`config.mk`:
```
export PLATFORM = sky130hd
export DESIGN_NAME = beh_ctrl
export DESIGN_NICKNAME = d
export VERILOG_FILES = /design/src/rtl/beh_pkg.sv /design/src/rtl/beh_ctrl.sv
export SDC_FILE = /design/constraint.sdc
export NUM_CORES = 1
export LEC_CHECK = 0
export BUFFER_PORTS_ARGS = -buffer_cell sky130_fd_sc_hd__buf_4
export CAP_MARGIN = 20
export CORE_MARGIN = 5
export CORE_UTILIZATION = 47
export CTS_CLUSTER_DIAMETER = 40
export CTS_CLUSTER_SIZE = 12
export DETAILED_ROUTE_END_ITERATION = 16
export PLACE_DENSITY = 0.76
export SLEW_MARGIN = 20
export SYNTH_ARGS = -nofsm -noshare
export SYNTH_HDL_FRONTEND = slang
export SYNTH_SLANG_ARGS = --single-unit
export TNS_END_PERCENT = 20
```
`constraint.sdc`:
```
create_clock -name clk -period 1.9 [get_ports clk]
set_clock_uncertainty 0.05 [all_clocks]
set_input_delay 0 -clock clk [delete_from_list [all_inputs] [get_ports clk]]
set_output_delay 0 -clock clk [all_outputs]
set_load 0.02 [all_outputs]
```
`src/rtl/beh_pkg.sv`:
```
// shared constants and controller/datapath interface types for the byte entropy histogram
package beh_pkg;
	localparam int BIN_W = 8;
	localparam int CNT_W = 31;
	localparam logic [CNT_W-1:0] BYTE_LIMIT = 31'd1073741824;
	localparam int LOG_W = 29;
	localparam int LOG_FRAC = 24;
	localparam int LOG_INT_W = 5;
	localparam int PROD_W = 64;
	localparam int DEN_W = 40;
	localparam int QUO_W = 21;
	localparam int ENT_W = 20;
	localparam int RAT_W = 17;
	localparam logic [ENT_W-1:0] ENTROPY_MAX = 20'd524288;
	localparam logic [RAT_W-1:0] RATIO_MAX = 17'd65536;

	typedef struct packed {
		logic accept;
		logic cnt_wr;
		logic scan_rd;
		logic scan_chk;
		logic log_start;
		logic log_sel_tot;
		logic mul;
		logic mul_sel_tot;
		logic acc;
		logic idx_inc;
		logic div_start;
		logic div_sel_ratio;
		logic ent_cap;
		logic rat_cap;
		logic out_load;
	} cmd_t;

	typedef struct packed {
		logic last;
		logic c_zero;
		logic idx_last;
		logic tot_zero;
		logic log_done;
		logic div_done;
		logic out_free;
	} sts_t;
endpackage

```
`src/rtl/beh_ctrl.sv`:
```
// controller state machine for counting, bin scan and result
module beh_ctrl (
	input  logic            clk,
	input  logic            arst_n,
	input  logic            src_valid,
	output logic            src_stall,
	input  beh_pkg::sts_t   sts,
	output beh_pkg::cmd_t   cmd
);
	import beh_pkg::*;

	typedef enum logic [13:0] {
		S_IDLE   = 14'b00000000000001,
		S_CNT    = 14'b00000000000010,
		S_SCAN   = 14'b00000000000100,
		S_CHK    = 14'b00000000001000,
		S_LOG    = 14'b00000000010000,
		S_MUL    = 14'b00000000100000,
		S_ACC    = 14'b00000001000000,
		S_NEXT   = 14'b00000010000000,
		S_TLOG   = 14'b00000100000000,
		S_TMUL   = 14'b00001000000000,
		S_ESTART = 14'b00010000000000,
		S_EWAIT  = 14'b00100000000000,
		S_RWAIT  = 14'b01000000000000,
		S_OUT    = 14'b10000000000000
	} state_t;

	state_t state_q, state_d;

	always_ff @(posedge clk or negedge arst_n) begin
		if (!arst_n) begin
			state_q <= S_IDLE;
		end else begin
			state_q <= state_d;
		end
	end

	assign src_stall = (state_q != S_IDLE);

	always_comb begin
		state_d = state_q;
		cmd = '0;
		case (state_q)
			S_IDLE: begin
				if (src_valid) begin
					cmd.accept = 1'b1;
					state_d = S_CNT;
				end
			end
			S_CNT: begin
				cmd.cnt_wr = 1'b1;
				state_d = sts.last ? S_SCAN : S_IDLE;
			end
			S_SCAN: begin
				if (sts.tot_zero) begin
					state_d = S_OUT;
				end else begin
					cmd.scan_rd = 1'b1;
					state_d = S_CHK;
				end
			end
			S_CHK: begin
				cmd.scan_chk = 1'b1;
				if (sts.c_zero) begin
					state_d = S_NEXT;
				end else begin
					cmd.log_start = 1'b1;
					state_d = S_LOG;
				end
			end
			S_LOG: begin
				if (sts.log_done) begin
					state_d = S_MUL;
				end
			end
			S_MUL: begin
				cmd.mul = 1'b1;
				state_d = S_ACC;
			end
			S_ACC: begin
				cmd.acc = 1'b1;
				state_d = S_NEXT;
			end
			S_NEXT: begin
				if (sts.idx_last) begin
					cmd.log_start = 1'b1;
					cmd.log_sel_tot = 1'b1;
					state_d = S_TLOG;
				end else begin
					cmd.idx_inc = 1'b1;
					state_d = S_SCAN;
				end
			end
			S_TLOG: begin
				if (sts.log_done) begin
					state_d = S_TMUL;
				end
			end
			S_TMUL: begin
				cmd.mul = 1'b1;
				cmd.mul_sel_tot = 1'b1;
				state_d = S_ESTART;
			end
			S_ESTART: begin
				cmd.div_start = 1'b1;
				state_d = S_EWAIT;
			end
			S_EWAIT: begin
				if (sts.div_done) begin
					cmd.ent_cap = 1'b1;
					cmd.div_start = 1'b1;
					cmd.div_sel_ratio = 1'b1;
					state_d = S_RWAIT;
				end
			end
			S_RWAIT: begin
				if (sts.div_done) begin
					cmd.rat_cap = 1'b1;
					state_d = S_OUT;
				end
			end
			S_OUT: begin
				if (sts.out_free) begin
					cmd.out_load = 1'b1;
					state_d = S_IDLE;
				end
			end
			default: begin
				state_d = S_IDLE;
			end
		endcase
	end
endmodule

```
## Word level (Yosys, flattened, before mapping)

Index checks and enable logic that the tools add are counted.

| cells by class | value |
|---|---|
| mux-type cells | 33 |
| reductions and logical operators | 2 |
| eq/ne operators | 21 |

Operators by type and width:

| kind | count |
|---|---|
| $pmux W14 S14 | 1 |
| $mux W14 | 7 |
| $mux W1 | 17 |
| $eq A14 B1 Y1 const B | 1 |
| $eq A14 B10 Y1 const B | 1 |
| $eq A14 B11 Y1 const B | 1 |
| $eq A14 B12 Y1 const B | 1 |
| $eq A14 B13 Y1 const B | 1 |
| $eq A14 B14 Y1 const B | 1 |
| $eq A14 B2 Y1 const B | 1 |
| $eq A14 B3 Y1 const B | 1 |
| $eq A14 B4 Y1 const B | 1 |
| $eq A14 B5 Y1 const B | 1 |
| $eq A14 B6 Y1 const B | 1 |
| $eq A14 B7 Y1 const B | 1 |
| $eq A14 B8 Y1 const B | 1 |
| $eq A14 B9 Y1 const B | 1 |
| $ne A14 B1 Y1 const B | 1 |
| $ne A2 B2 Y1 const B | 6 |
| $mux W9 | 1 |
| $mux W8 | 1 |
| $mux W3 | 2 |
| $reduce_and A6 Y1 | 1 |
| $mux W2 | 2 |
| 2 further kinds | 3 |

| word-level totals | value |
|---|---|
| bits in registers | 14 |
| input port bits | 10 |
| output and inout port bits | 16 |

## Depth between registers and ports, before layout

Gate-level depths: netlist (run 1).

| depth | value |
|---|---|
| depth in word-level cells | 3 |
| gate-level depth with buffers | 7 |
| mapped depth without buffers | 5 |

## Least setup slack after synthesis (run 1)

OpenSTA, ideal clock, no wires.

| timing | value |
|---|---|
| path kind | register -> output |
| from | reg state_q[4] |
| to | out cmd[3] (netlist bit) |
| path buffers | 2 |
| data arrival time | 1.949 ns |
| cell stages (with the launch flop) | 7 |
| setup slack | -0.099 ns |
| cells stage by stage | dfrtp_1 buf_2 nor4_4 nand3_1 or3_1 nor2_1 buf_4 |

RTL lines:

| element | RTL line | source |
|---|---|---|
| from (decl) | beh_ctrl.sv:29 | `state_t state_q, state_d;` |
| from (signal assigned) | beh_ctrl.sv:35 | `state_q <= state_d;` |
| to (decl) | beh_ctrl.sv:8 | `output beh_pkg::cmd_t cmd` |

==> summary.txt, run 1 <==
Setup path
  – Worst Path Arrival: roughly 2000 ps
  – CP max stage cell: dfrtp_2
  – Critical path class: register to output port
  – CP startpoint kind: register
  – CP Capture Type: output port
  – Crit-path cells: nor4_4 -> nand4_1 -> or3b_4 -> o22ai_2 -> buf_6
  – Worst path buffer plus inverter count: 1
  – Required time of the critical path: 1850 ps
  – Reg2Reg Setup Slack: -60 ps
  – Worst-path fanout max: 3
  – CP top delay family: simple AND/OR/NAND/NOR gates
  – Crit-path max cell delay: 440 ps

Layout
  – Most flops, register: state_q
  – Final nets: 185
  – Commonest non-fill, non-tap cell in the layout: buf_4
  – Diode count: 0
  – Layout area overhead: 58.5%
  – Max reg flops: 14
  – Most frequent cells in the layout: buf_4, nor2_1, buf_6
  – Layout Utilization: 77.9%
  – Layout cells sized above 1: 52.9%
  – Top Registers: state_q x14

Clock network
  – CTS Root Cell: clkbuf_4
  – H-tree levels: 1
  – Sink Count: 14
  – Max clock buf depth: 2
  – Worst-skew pair later-pin latency: just under 300 ps
  – CTS Buf Count: 3
  – Clock Pin Slew Worst Setup and Hold Paths: 90 ps
  – TritonCTS clock tree: yes

STA
  – Worst slew margin relative to its limit: 70.9%
  – Endpoints failing setup: 15
  – Setup ws final: -138 ps
  – Setup TNS: -769 ps
  – WHS: -7.20 ps
  – Max Clock Freq: 0.491 GHz
  – Final hold vios: 1
  – Slew @ Worst Pin: approximately 430 ps
  – Final min period: around 2000 ps
  – Final period util: 107%
  – Unrepaired setup endpoints after global routing: yes
  – Max Slew Vio Count: 0

Floorplan
  – Site Rows: 17
  – Die Y: 58.1 um
  – Die ar.: 3380 sq um
  – Starting Density: 49.2%
  – # IOs: 26
  – Core area: 2210 sq um
  – Die X: 58.1 um

Placement
  – Setup WS pre-CTS: -76.7 ps
  – GPL Wtd Cong: 0.876
  – # port buffers: 25
  – DP HPWL: roughly 2100 um

Run
  – Max cap viols: 0

Pwr
  – P_leak: 0.809 nW
  – Maximum vdd ir drop: 728 uV
  – P per Cell Area: 762 nW/um^2

Status
  – Failing checks: negative hold slack, negative setup slack
  – Status: finished with violations

Logic synthesis
  – Seq/Total Area, Yosys: 32.3%
  – Post-synth EDFFs: 0
  – FFs w/ async S/R, synth: 100%
  – Post-synthesis register bit count: 14
  – Ys Warns: 0
  – Synth Flop Type: dfrtp_1
  – Netlist cell types: 44
  – Syn avg cell area: 8.77 sq um
  – Syn Nets: 134
  – Synthesized instance count: ~120
  – Synthesized cell area: roughly 1100 sq um

GRT
  – Global route overflow: 0
  – Vias in the first global route: 1161
  – GR Util All Layers: between 20% and 30%
  – Largest net degree at the start of global routing: 15
  – First-pass GRT wire length: 5310 um
  – Initial antenna violation count: 0

Drt
  – WL final: between 3000 and 4000 um
  – Drt drc: 0
  – Pre-antenna DRT Iters: 4
  – Via count: 1189
  – Routed vias/inst: a little under 6
  – Detail Route Antenna Nets: 0
  – Initial drt markers: 54
  – Wire length per cell: 16.7 um

Worst hold path
  – Hold Path Class: input pin to register
[logic make-up (layout without fill, tap and decap cells)]
| group | after synthesis | count (layout) | share of synthesized area (%) |
|---|---|---|---|
| XOR/XNOR | 5 | 5 | 4.03 |
| buffers and inverters | 16 | 66 | 8.28 |
| AO/OA/AOI/OAI | 22 | 22 | 14.6 |
| AND/OR/NAND/NOR | 67 | 67 | 40.7 |
| flip-flops | 14 | 14 | 32.3 |
[synthesized netlist by cell type (2+ instances only)]
master,n,area (sq um)
nor2_1,17,63.8
dfrtp_1,13,325
nand2_1,6,22.5
buf_2,5,25.0
nor3_1,5,25.0
o21ai_0,5,25.0
inv_1,4,15.0
nor2b_1,4,25.0
nor3b_1,4,30.0
xor2_1,4,35.0
a21o_1,3,22.5
a21oi_1,3,15.0
and4_1,3,26.3
nand3_1,3,15.0
nand3b_1,3,22.5
nand4_1,3,18.8
nor4_1,3,18.8
nor4_4,3,63.8
buf_4,2,15.0
buf_6,2,22.5
nand2b_1,2,12.5
nor4b_1,2,17.5
o21bai_1,2,15.0
o22ai_1,2,12.5
or3_1,2,12.5
[stage by stage]
step / cells / cell area, sq um / power, W
finish: 202 / 1720 / 0.00131
global route: 202 / 1720 / 0.00139
CTS: 197 / 1590 / 0.00118
detailed placement: 178 / 1330 / 0.000890
global placement: 178 / 1330 / 0.000878
floorplan: 124 / 1090 / 0.000706
[metal layers]
layer	wire length, um	track usage, %	part of all wire, %
met3	173	1.78	5.1
met4	89	7.95	2.6
met5	0	0	0
met2	1730	36.5	51
met1	1380	24.3	41
[final timing paths]
kind | startpoint | endpoint | depth (start not counted)
max | state_q[8] | cmd[10] | 5
min | sts[1] | state_q[11] | 3
max reg2reg | state_q[8] | state_q[13] | 6
min reg2reg | state_q[13] | state_q[12] | 1
max in group asynchronous | arst_n | state_q[0] | 2
min in group asynchronous | arst_n | state_q[7] | 2
[cell type report]
cell class | count | area (sq um)
tap | 28 | 35.0
fill | 130 | 489
inverter | 5 | 18.8
sequential | 14 | 359
multi-input combinational | 94 | 801
clock buffer | 4 | 26.3
timing repair buffer | 57 | 483
[power by group]
| part | switching [W] | internal (W) |
|---|---|---|
| Combinational | 0.000373 | 0.000374 |
| Sequential | 0.0000477 | 0.000333 |
| Clock | 0.000103 | 0.0000816 |
[worst min-delay path: stages]
cell     delay [ps]
buf_4           120
or3b_2          110
a21oi_1          60
[repair_timing]
action | in CTS | in global routing
gates resized for setup | 28 | 20
buffers inserted | 9 | 4
endpoints found under the setup margin | 15 | 21
gates cloned | 0 | 0
pin swaps | 8 | 9
hold endpoints to repair | 20 | 1
hold buffers | 6 | 1
Note: power is estimated with default switching activity, not from simulation.
==> run 2, diff against run 1 <==
RECOVER_POWER = 25   (was default)
==> run 2 against run 1 <==
The flow still finishes with violations (negative hold slack, negative setup slack). Worst hold slack worse by 1.1 ps. Routed wire length decreased by 0.18%. Fmax about the same. Core utilization shrank 0.17 points. Clock power barely moved. First-iteration DRC count grew 3.7%. Sequential power barely moved. Critical endpoint unchanged. Largest cell class unchanged.
==> summary.txt, run 2 (same netlist as run 1, synthesis figures left out) <==
Status
  – Status: finished with violations
  – Failing checks: negative hold slack, negative setup slack

GRT
  – GR Util All Layers: roughly a fifth
  – Grt met1 use: 24.3%
  – Initial antenna violation count: 0
  – First-pass GRT wire length: around 5300 um
  – Global route overflow: 0
  – Vias in the first global route: 1161
  – Global Route met2 Usage: a little over a third
  – Met3 Usage GRT: under 10%
  – Most used routing layer: met2
  – Largest net degree at the start of global routing: 15

Pwr
  – Design Power: 0.00131 W
  – P per Cell Area: 763 nW/um^2
  – P_leak: between 0.8 and 0.9 nW
  – Maximum vdd ir drop: 729 uV

Layout
  – Layout Cells excl Fill: 202
  – Commonest non-fill, non-tap cell in the layout: buf_4
  – Most frequent cells in the layout: buf_4, nor2_1, buf_6
  – Top Registers: state_q x14
  – Layout cells sized above 1: a little over half
  – Layout area overhead: 58.1%
  – Diode count: 0
  – FILL cells: 132
  – Most flops, register: state_q
  – Max reg flops: 14
  – Final nets: 185
  – Layout Utilization: 77.7%

Floorplan
  – Die ar.: 3380 sq um
  – # IOs: 26
  – Core area: 2210 sq um
  – Die X: just under 60 um
  – Die Y: 58.1 um
  – Site Rows: 17
  – Starting Density: 49.2%

Setup path
  – R2r worst-path depth: 6
  – Required time of the critical path: 1850 ps
  – CP Capture Type: output port
  – Critical path class: register to output port
  – Worst Path Arrival: 1990 ps
  – CP startpoint kind: register
  – Reg2Reg Setup Slack: -50 ps
  – Worst-path fanout max: 3

Clock network
  – Max clock buf depth: 2
  – H-tree levels: 1
  – Worst-skew pair later-pin latency: about 290 ps
  – TritonCTS clock tree: yes
  – CTS Root Cell: clkbuf_4
  – Clock Pin Slew Worst Setup and Hold Paths: 90 ps
  – Sink Count: 14
  – CTS Buf Count: 3

Worst hold path
  – Hold path cells: 3
  – Hold Path Class: input pin to register

Drt
  – Via count: 1181
  – Detail Route Antenna Nets: 0
  – Initial drt markers: 56
  – Routed vias/inst: 5.85
  – Drt drc: 0
  – Pre-antenna DRT Iters: 4
  – WL final: 3370 um
  – Wire length per cell: 16.7 um

STA
  – WHS: -8.33 ps
  – Max Clock Freq: 0.491 GHz
  – Unrepaired setup endpoints after global routing: yes
  – Setup TNS: -737 ps
  – Final period util: 107%
  – Setup ws final: -136 ps
  – Final hold vios: 1
  – Worst slew margin relative to its limit: a little under half
  – Endpoints failing setup: 14
  – Slew @ Worst Pin: about 790 ps
  – Max Slew Vio Count: 0
  – Final min period: between 2000 and 2500 ps

Run
  – Max cap viols: 0

Placement
  – # port buffers: 25
  – GPL Wtd Cong: 0.876
  – DP HPWL: approximately 2100 um
  – Placed insts: about 180
run 2: cell count changes in the layout (fill, tap and decap cells not counted):
cell	change
buf_4	-1
clkbuf_1	+1
run 2: per-layer routing:
metal / routed length [um] / vias up / part of all wire [%]
met5: 0 / - / 0
met3: 170 / 11 / 5.1
met2: 1710 / 59 / 51
li1: - / 546 / -
met4: 89 / 0 / 2.6
met1: 1390 / 565 / 41
run 2: final timing paths:
path | startpoint | end
worst min register to register | state_q[13] | state_q[12]
max in group asynchronous | arst_n | state_q[5]
min in group asynchronous | arst_n | state_q[7]
worst max register to register | state_q[8] | state_q[13]
worst min-delay path | sts[1] | state_q[11]
worst max-delay path | state_q[8] | cmd[10]
run 2: area by class of cell:
| type | count | area, sq um | share of cell area [%] |
|---|---|---|---|
| multi-input combinational | 94 | 801 | 46.6 |
| sequential | 14 | 359 | 20.9 |
| timing repair buffer | 57 | 479 | 27.9 |
| clock buffer | 4 | 26.3 | 1.53 |
| tap | 28 | 35.0 | 2.04 |
| inverter | 5 | 18.8 | 1.09 |
run 2: per-stage QoR:
step                      setup WS, ps  hold slack [ps]  cell area, sq um
after global routing              -206           -0.771              1720
after CTS                        -96.8             3.23              1590
after detailed placement         -76.7             -189              1330
after global placement            1.37             -192              1330
final                             -136            -8.33              1720
after floorplan                   1.45             -346              1090
run 2: power by group:
| group | total [W] | leakage, nW | switching (W) | internal (W) |
|---|---|---|---|---|
| combinational | 0.000747 | 0.609 | 0.000374 | 0.000373 |
| sequential | 0.000381 | 0.181 | 0.0000475 | 0.000333 |
| clock | 0.000184 | 0.0150 | 0.000102 | 0.0000816 |
run 2: repair_timing:
action                                 in CTS  in global routing
buffers inserted                            9                  4
endpoints found under the hold margin      20                  1
hold buffers                                6                  1
setup endpoints to repair                  15                 21
resized for setup                          28                 20
pin swaps                                   8                  9
run 2: critical path, cell delays in order (launching register included):
cell and delay (ps):
dfrtp_2 440, nor4_4 330, nand4_1 190, or3b_4 440, o22ai_2 170, buf_6 140
